**config.mk**
```make
export PLATFORM = sky130hd
export DESIGN_NAME = sru_cell
export DESIGN_NICKNAME = d
export VERILOG_FILES = /design/src/rtl/assert_macros.svh /design/src/rtl/sru_pkg.sv /design/src/rtl/sru_cell.sv
export SDC_FILE = /design/constraint.sdc
export NUM_CORES = 1
export LEC_CHECK = 0
export ABC_CLOCK_PERIOD_IN_PS = 17900
export BUFFER_PORTS_ARGS = -buffer_cell sky130_fd_sc_hd__buf_2
export CAP_MARGIN = 20
export CELL_PAD_IN_SITES_DETAIL_PLACEMENT = 1
export CELL_PAD_IN_SITES_GLOBAL_PLACEMENT = 1
export CORE_AREA = 2 2 177 179
export CTS_BUF_LIST = sky130_fd_sc_hd__clkbuf_2 sky130_fd_sc_hd__clkbuf_4 sky130_fd_sc_hd__clkbuf_8
export DETAILED_ROUTE_END_ITERATION = 8
export DIE_AREA = 0 0 179 181
export PLACE_DENSITY = 0.73
export SLEW_MARGIN = 20
export SYNTH_ARGS = -nofsm -noshare
export SYNTH_HDL_FRONTEND = slang
export SYNTH_SLANG_ARGS = --single-unit
export TNS_END_PERCENT = 30
```
**constraint.sdc**
```tcl
create_clock -name clk -period 17.9 [get_ports clk]
set_clock_uncertainty 0.2 [all_clocks]
set_input_delay 4.475 -clock clk [delete_from_list [all_inputs] [get_ports clk]]
set_output_delay 4.475 -clock clk [all_outputs]
set_load 0.01 [all_outputs]
```
**src/rtl/assert_macros.svh**
```systemverilog
// Assertion macros shared by the RTL. Define NO_ASSERTIONS to compile them out.
`ifndef ASSERT_MACROS_SVH
`define ASSERT_MACROS_SVH

`ifndef NO_ASSERTIONS

// The expression must hold at every clock edge outside reset.
`define ASSERT_ALWAYS(label, clk, rst, expr) \
  label: assert property (@(posedge clk) disable iff (rst) (expr)) \
    else $error("assertion failed");

// When the antecedent holds, the consequent must hold at the same edge.
`define ASSERT_IMPLIES(label, clk, rst, ante, cons) \
  label: assert property (@(posedge clk) disable iff (rst) (ante) |-> (cons)) \
    else $error("assertion failed");

`else

`define ASSERT_ALWAYS(label, clk, rst, expr)
`define ASSERT_IMPLIES(label, clk, rst, ante, cons)

`endif

`endif

```
**src/rtl/sru_pkg.sv**
```systemverilog
`timescale 1ns / 1ps

package sru_pkg;

  localparam int DEPTH      = 32;
  localparam int CNT_W      = $clog2(DEPTH + 1);
  localparam int IDX_W      = $clog2(DEPTH);
  localparam int BYTE_W     = 8;
  localparam int NAME_BYTES = 9;
  localparam int KEY_W      = NAME_BYTES * BYTE_W;
  localparam int AGE_W      = 8;
  localparam int PHONE_W    = 31;

  typedef enum logic [1:0] {
    CMD_INSERT = 2'd0,
    CMD_REMOVE = 2'd1,
    CMD_SEARCH = 2'd2,
    CMD_LIST   = 2'd3
  } cmd_t;

  typedef enum logic [2:0] {
    ST_DONE      = 3'd0,
    ST_RECORD    = 3'd1,
    ST_NOT_FOUND = 3'd2,
    ST_EMPTY     = 3'd3,
    ST_FULL      = 3'd4
  } status_t;

  typedef enum logic [1:0] {
    OP_HOLD,
    OP_INSERT,
    OP_ROTATE
  } cell_op_t;

  typedef enum logic [1:0] {
    S_IDLE,
    S_EXEC,
    S_SCAN,
    S_REPORT
  } state_t;

  typedef struct packed {
    logic [KEY_W-1:0]   key;
    logic [AGE_W-1:0]   age;
    logic [PHONE_W-1:0] phone;
  } record_t;

  // Broadcast from the controller to every cell of the chain.
  typedef struct packed {
    cell_op_t op;
    record_t  rec;
  } cell_ctrl_t;

  // A name ends at its first zero byte; every byte after it reads as zero.
  function automatic logic [KEY_W-1:0] clean_name(input logic [63:0] head,
                                                  input logic [BYTE_W-1:0] tail);
    logic [KEY_W-1:0] key;
    logic             seen;
    key  = {head, tail};
    seen = 1'b0;
    for (int i = 0; i < NAME_BYTES; i++) begin
      if (key[KEY_W-1-BYTE_W*i -: BYTE_W] == '0) begin
        seen = 1'b1;
      end
      if (seen) begin
        key[KEY_W-1-BYTE_W*i -: BYTE_W] = '0;
      end
    end
    return key;
  endfunction

endpackage

```
**src/rtl/sru_cell.sv**
```systemverilog
`timescale 1ns / 1ps

// One slot of the sorted chain. It holds a record and either keeps it, takes
// the new record, takes its left neighbor (insert shifts right), or takes its
// right neighbor (rotate toward the head).
module sru_cell (
  input  logic                clk,
  input  sru_pkg::cell_ctrl_t ctrl,
  input  logic                valid,
  input  sru_pkg::record_t    left_rec,
  input  logic                left_gt,
  input  sru_pkg::record_t    right_rec,
  output sru_pkg::record_t    rec,
  output logic                gt
);

  sru_pkg::record_t rec_next;

  // An empty slot counts as greater, so a new record lands in the first one.
  assign gt = !valid || (ctrl.rec.key < rec.key);

  always_comb begin
    case (ctrl.op)
      sru_pkg::OP_INSERT: begin
        if (left_gt) begin
          rec_next = left_rec;
        end else if (gt) begin
          rec_next = ctrl.rec;
        end else begin
          rec_next = rec;
        end
      end
      sru_pkg::OP_ROTATE: rec_next = right_rec;
      default:            rec_next = rec;
    endcase
  end

  always_ff @(posedge clk) begin
    rec <= rec_next;
  end

endmodule

```
==> metrics, run 1 <==
status finished, final reports clean; CP max stage delay 540 ps; clk slew on worst S/H paths 120 ps; Clock Tree Buf Depth 2; port bufs 449; HP Class reg -> reg; final WL 28,200 um; TritonCTS buffer count 9; H-tree levels 3; first-pass GRT wire length 41,400 um; final critical-path share of the clock period 0.642; Worst EP arrival 6820 ps; Inst Count DP 1,554; VDD IR max 0.0276 mV; Die X 179 um; syn_area_per_cell 9.99 sq um; post-synthesis cell area 0.00740 sq mm; slew margin rel. 0.385; Synth Flop Type edfxtp_1; Area Overhead vs Synth 38.3%; Tightest Pin Transition between 900 and 1000 ps; most used cell, CP buf_2; clk_lat worst skew around 400 ps; CP Buf/Inv Count 2; Layout Nets about 1,600; initial antenna violation count 2; First-pass DRT Iterations 6; GR Overflow Total 0; Reg with most FFs rec; max FFs per register 111; CP Capture Type output pin; Sum Neg Setup Slack 0 ps; Yosys reg bits 111; Yosys cell types 34; RSZ-0062 raised after global routing false; Max Cap Viol 0; post-cts resize count 0; compound-cell area share of the yosys netlist 0.122; required time worst endpoint 13,230 ps; Setup CP Type in -> out; largest family of logic cells by synthesized area multiplexers; Synth Area in Simple Gates 0.0979; vias in the first global route 7,484; Lkg Pwr between 5 and 6 nW; Setup Viol. Count Final 0; clock root buffer clkbuf_8; Synth Area in Adders 0.120; Mapped Cells 741; Row Count 64; number of vias per cell about 4.6; share of layout cells above drive strength 1 0.406; EDFF count, synth 111; Initial Util 0.244; max-slew violation count 0; Synth Area in XOR/XNOR 0.00118; min Tclk post-route 11,500 ps; DR WL/cell between 15 and 20 um; Top delay family on crit path simple AND/OR/NAND/NOR gates; IO Count 450; Max stage delay cell, worst path nor4_1; hold buffer count at CTS 0; Syn Nets 1,150; Largest regs rec x111; hpwl dp 23,300 um; All-Layer GR Usage 0.167; largest net degree at the start of global routing between 100 and 150; DRC viols 0; Final Core Density 0.337; core area 0.0303 sq mm; postcts setup bufs 0; post-synthesis mux area share 0.150; total number of vias 7,168; critical-path cell list buf_2, ha_1, nand4_1, nor4_1, nor4b_1, a32oi_1, a221oi_2, nand2_1, buf_2; GP Congestion 0.874; f_max 87.0 MHz; Startpoint Class input pin; Final Non-Filler Cells between 1,500 and 2,000; final hold vios 0; die area 0.0324 sq mm; PwrDens 69.9 mW/mm^2; die height 181 um; Post-synth ARST share 0; worst-path fanout max 3; Final ANT Viol Nets 0; clock sink count 111; post-synthesis sequential area ratio 0.450; initial detailed-routing violation count 216; CTS tree built; YS warnings 0
-- path summary, 6_finish.rpt --
path,from,end,slack (ps),cells after the start
max,ctrl[66],gt,6400,9
min reg2reg,rec[79],rec[81],1560,8
min,rec[79],rec[81],1560,8
max reg2reg,rec[50],rec[44],14250,10
-- synthesized netlist by cell type, types with 2 or more instances --
master	count	area, sq um
a21o_1	3	22.5
buf_2	18	90.1
nand4_1	11	68.8
nand2_1	131	492
inv_1	71	267
a21oi_1	29	145
mux2i_1	111	1110
a211oi_1	3	22.5
nor2_1	10	37.5
buf_1	2	7.51
nor2b_1	2	12.5
clkbuf_1	18	67.6
o21ai_0	124	621
edfxtp_1	111	3330
nor4_2	2	25.0
a221oi_1	3	26.3
nand3_1	5	25.0
ha_1	71	888
-- final cells by class --
cell class	instances	area (sq um)
inverters	71	267
diodes	1	2.50
clock inverters	7	62.6
fillers	3671	20100
multi-input cells	521	3650
clock buffers	9	124
well taps	396	495
repair buffers	455	2300
flip-flops and latches	111	3330
-- through the flow --
step	instance area, sq um	hold WS [ps]	setup WS, ps	total power (W)
after detailed placement	10000	1590	6200	0.000570
after CTS	10200	1620	6200	0.000731
after global routing	10200	1730	6090	0.000764
after floorplan	7400	3150	5850	0.000461
final	10200	1560	6400	0.000715
after global placement	10000	1590	6240	0.000562
-- layout by cell type, fill, tap and decap left out, types with 2 or more instances in the layout --
master    instances
nor2_1           10
a211oi_1          3
a21oi_1          28
a21o_1            3
o21ai_0         124
mux2i_1         111
buf_4             6
buf_2           448
a221oi_1          3
nand4_1          11
inv_1            71
nor4_2            2
nand2_1         131
inv_8             3
nand3_1           5
edfxtp_1        111
clkbuf_8          9
ha_1             71
-- worst reg2reg max path: stages, from the launching register on --
cell and delay, ps:
edfxtp_1 430, inv_1 80, ha_1 240, a21oi_1 150
o21ai_0 140, nor3_1 190, o311ai_0 290, a32oi_1 460
a221oi_2 170, a21oi_4 150, buf_4 660
-- where the power goes --
group	internal, W	switching (W)
Combinational	0.0000927	0.000126
Sequential	0.000327	0.0000128
Clock	0.0000542	0.000102
Total	0.000474	0.000241
-- cell families after synthesis --
logic type | Yosys count
mux | 111
fa+ha+maj | 71
xor+xnor | 1
flops | 111
simple gates | 169
compound gates | 169
buf+inv | 109
-- layer usage --
layer,share of wire,GRT usage
met1,0.39,0.189
met2,0.51,0.310
met3,0.074,0.0396
met4,0.018,0.0429
met5,0.00039,0
No activity file was read; power rests on OpenSTA's default activity.
==> inputs of run 2 (changes only) <==
ABC_AREA = 1   (was unset)
ABC_CLOCK_PERIOD_IN_PS = 11600   (was 17900)
CORE_AREA = 2 2 173 175   (was 2 2 177 179)
DIE_AREA = 0 0 175 177   (was 0 0 179 181)
PLACE_DENSITY = 0.78   (was 0.73)
clock period = 11.6 ns   (was 17.9 ns; I/O delays follow)
==> run 2 against run 1 <==
Compared with the run above: worst setup slack worse by 2400 ps; die area decreased by 4.4%; utilization is 1.5 points higher; via count up 13%; clock power grew 72%; area after synthesis rose by 1.0%; cell count up 12%; global-route usage up 2.1 points; synthesized cell count up 27%; worst hold slack improved by 170 ps; power grew 50%; critical endpoint unchanged.
==> metrics, run 2 <==
syn_area_per_cell 7.94 sq um (was 9.99 sq um); IO Count 450 (unchanged); top cells by count, synth nand2_1, nor2_1, a31oi_1, edfxtp_1, inv_1 (was nand2_1, o21ai_0, edfxtp_1, mux2i_1); Sum Neg Setup Slack 0 ps (unchanged); largest net degree at the start of global routing 99 (was 105); Final Core Density 0.352 (was 0.337); PwrDens 104 mW/mm^2 (was 69.9 mW/mm^2); YS warnings 0 (unchanged); H-tree levels 3 (unchanged); slew margin rel. 0.339 (was 0.385); CTS tree built (unchanged); Row Count 63 (was 64); initial detailed-routing violation count 236 (was 216); port bufs 449 (unchanged); Hold Path Cell Cnt 11 (was 8); GP Congestion 0.854 (was 0.874); Top delay family on crit path simple AND/OR/NAND/NOR gates (unchanged); hold buffer count at CTS 0 (unchanged); clk slew on worst S/H paths 110 ps (was 120 ps); status finished, final reports clean (unchanged); First-pass DRT Iterations 7 (was 6); VDD IR max 0.0525 mV (was 0.0276 mV); final hold vios 0 (unchanged); HP Class reg -> reg (unchanged); Tightest Pin Transition 992 ps (was 922 ps); Yosys top cell area share 0.446 (was 0.450); Yosys reg bits 111 (unchanged); die area 0.0310 sq mm (was 0.0324 sq mm); clock root buffer clkbuf_8 (unchanged); worst-path fanout max 2 (was 3); Setup Viol. Count Final 0 (unchanged); R2R depth 12 (was 10); Max stage delay cell, worst path ha_1 (was nor4_1); Post-synth ARST share 0 (unchanged); max-slew violation count 0 (unchanged); most frequent cell after synthesis nand2_1 (unchanged); postcts setup bufs 0 (unchanged); Initial Util 0.256 (was 0.244); Clock Tree Buf Depth 2 (unchanged); CP max stage delay 290 ps (was 540 ps); Worst Hold Slack 1730 ps (was 1560 ps); final instance area 0.0103 sq mm (was 0.0102 sq mm); share of layout cells above drive strength 1 0.353 (was 0.406); pre-CTS setup slack 3960 ps (was 6200 ps); number of vias per cell 4.62 (was 4.56); DR WL/cell 17.0 um (was 18.0 um); Startpoint Class input pin (unchanged); clk_lat worst skew 400 ps (about the same); initial antenna violation count 5 (was 2); Layout Nets 1,768 (was 1,578); Largest regs rec x111 (unchanged); critical-path cell list buf_2, ha_1, nand2_1, nor2_1, nand2_1, nor2_2, nand2_1, inv_1, nand2_1, nand2_1, inv_1, nand3_1, nand2_1, buf_2 (was buf_2, ha_1, nand4_1, nor4_1, nor4b_1, a32oi_1, a221oi_2, nand2_1, buf_2); Lkg Pwr 5.27 nW (was 5.05 nW); commonest cells after routing, fill and taps aside buf_2, nand2_1, nor2_1 (was buf_2, nand2_1, o21ai_0); clock sink count 111 (unchanged); final critical-path share of the clock period 0.652; max FFs per register 111 (unchanged); Worst EP arrival 4460 ps (was 6820 ps); most used cell, CP nand2_1 (was buf_2); synth top area cells edfxtp_1, nand2_1, ha_1 (was edfxtp_1, mux2i_1, ha_1); post-synthesis sequential area ratio 0.446 (was 0.450); min Tclk post-route 7560 ps; EDFF count, synth 111 (unchanged); Setup CP Type in -> out (unchanged); leading area contributor after synthesis edfxtp_1 (unchanged); Final ANT Viol Nets 0 (unchanged); first-pass GRT wire length 45,500 um (was 41,400 um); die height 177 um (was 181 um); Die X 175 um (was 179 um); commonest non-fill, non-tap cell in the layout buf_2 (unchanged); DRC viols 0 (unchanged); Syn Nets 1,351 (was 1,150); required time worst endpoint 8500 ps (was 13,230 ps); total number of vias 8,114 (was 7,168); final WL 29,900 um (was 28,200 um); GR Overflow Total 0 (unchanged); hpwl dp 23,800 um (was 23,300 um); Worst Slack Setup Final 4040 ps (was 6400 ps); CP Buf/Inv Count 4 (was 2); All-Layer GR Usage 0.188 (was 0.167); RSZ-0062 raised after global routing false (unchanged); Synth Flop Type edfxtp_1 (unchanged); Mapped Cells 942 (was 741); TritonCTS buffer count 9 (unchanged); vias in the first global route 8,647 (was 7,484); area post-placement 0.0101 sq mm (was 0.0100 sq mm); core area 0.0292 sq mm (was 0.0303 sq mm); Max Cap Viol 0 (unchanged); f_max between 100 and 150 MHz; CP Capture Type output pin (unchanged); Yosys cell types 22 (was 34); Area Overhead vs Synth 37.7% (was 38.3%); post-synthesis cell area 0.00748 sq mm (was 0.00740 sq mm); post-cts resize count 0 (unchanged); WP depth 14 (was 9); Reg with most FFs rec (unchanged)
## run 2: routing by layer
| layer | global-route usage | share of wire | vias to the layer above |
|---|---|---|---|
| met5 | 0 | 0 | - |
| met4 | 0.0594 | 0.024 | 0 |
| met3 | 0.0475 | 0.064 | 37 |
| met2 | 0.346 | 0.51 | 288 |
| met1 | 0.213 | 0.40 | 3805 |
| li1 | - | - | 3984 |
## run 2: path summary, 6_finish.rpt
| kind | slack [ps] | endpoint | from |
|---|---|---|---|
| max | 4040 | gt | ctrl[102] |
| min | 1730 | rec[105] | rec[106] |
| min reg2reg | 1730 | rec[105] | rec[106] |
| max reg2reg | 7790 | rec[73] | rec[110] |
## run 2: layout make-up
class | instances | area, sq um
fillers | 3732 | 19000
multi-input cells | 685 | 3600
flip-flops and latches | 111 | 3330
repair buffers | 454 | 2290
well taps | 390 | 488
inverters | 98 | 370
clock buffers | 10 | 131
clock inverters | 6 | 76.3
diodes | 4 | 10.0
## run 2: worst reg2reg max path: cells and delay by family (launching register included)
| family | cells | cell delay [ps] |
|---|---|---|
| simple gates | 5 | 1000 |
| flops | 1 | 430 |
| fa+ha+maj | 1 | 250 |
| buf+inv | 2 | 820 |
| compound gates | 4 | 650 |
## run 2: metrics by stage
step | power, W | cells
2_1_floorplan | 0.000667 | 942
3_3_place_gp | 0.000805 | 1738
6_report | 0.00107 | 1758
3_5_place_dp | 0.000817 | 1738
5_1_grt | 0.00114 | 1757
4_1_cts | 0.00109 | 1754
## run 2: cells by family (layout without fill, tap and decap cells)
group                      after synthesis  count (layout)  synth area share
AOI/OAI and AO/OA                      149             149             0.120
other                                    0               4                 0
adders and majority gates               71              71             0.119
buffers and inverters                  146             568            0.0753
DFF                                    111             111             0.446
and+or+nand+nor                        465             465             0.240
## run 2: power breakdown
| group | switching [W] | leakage, nW | internal (W) |
|---|---|---|---|
| Sequential | 0.0000149 | 1.07 | 0.000490 |
| Clock | 0.000161 | 0.107 | 0.000107 |
| Combinational | 0.000174 | 4.10 | 0.000123 |
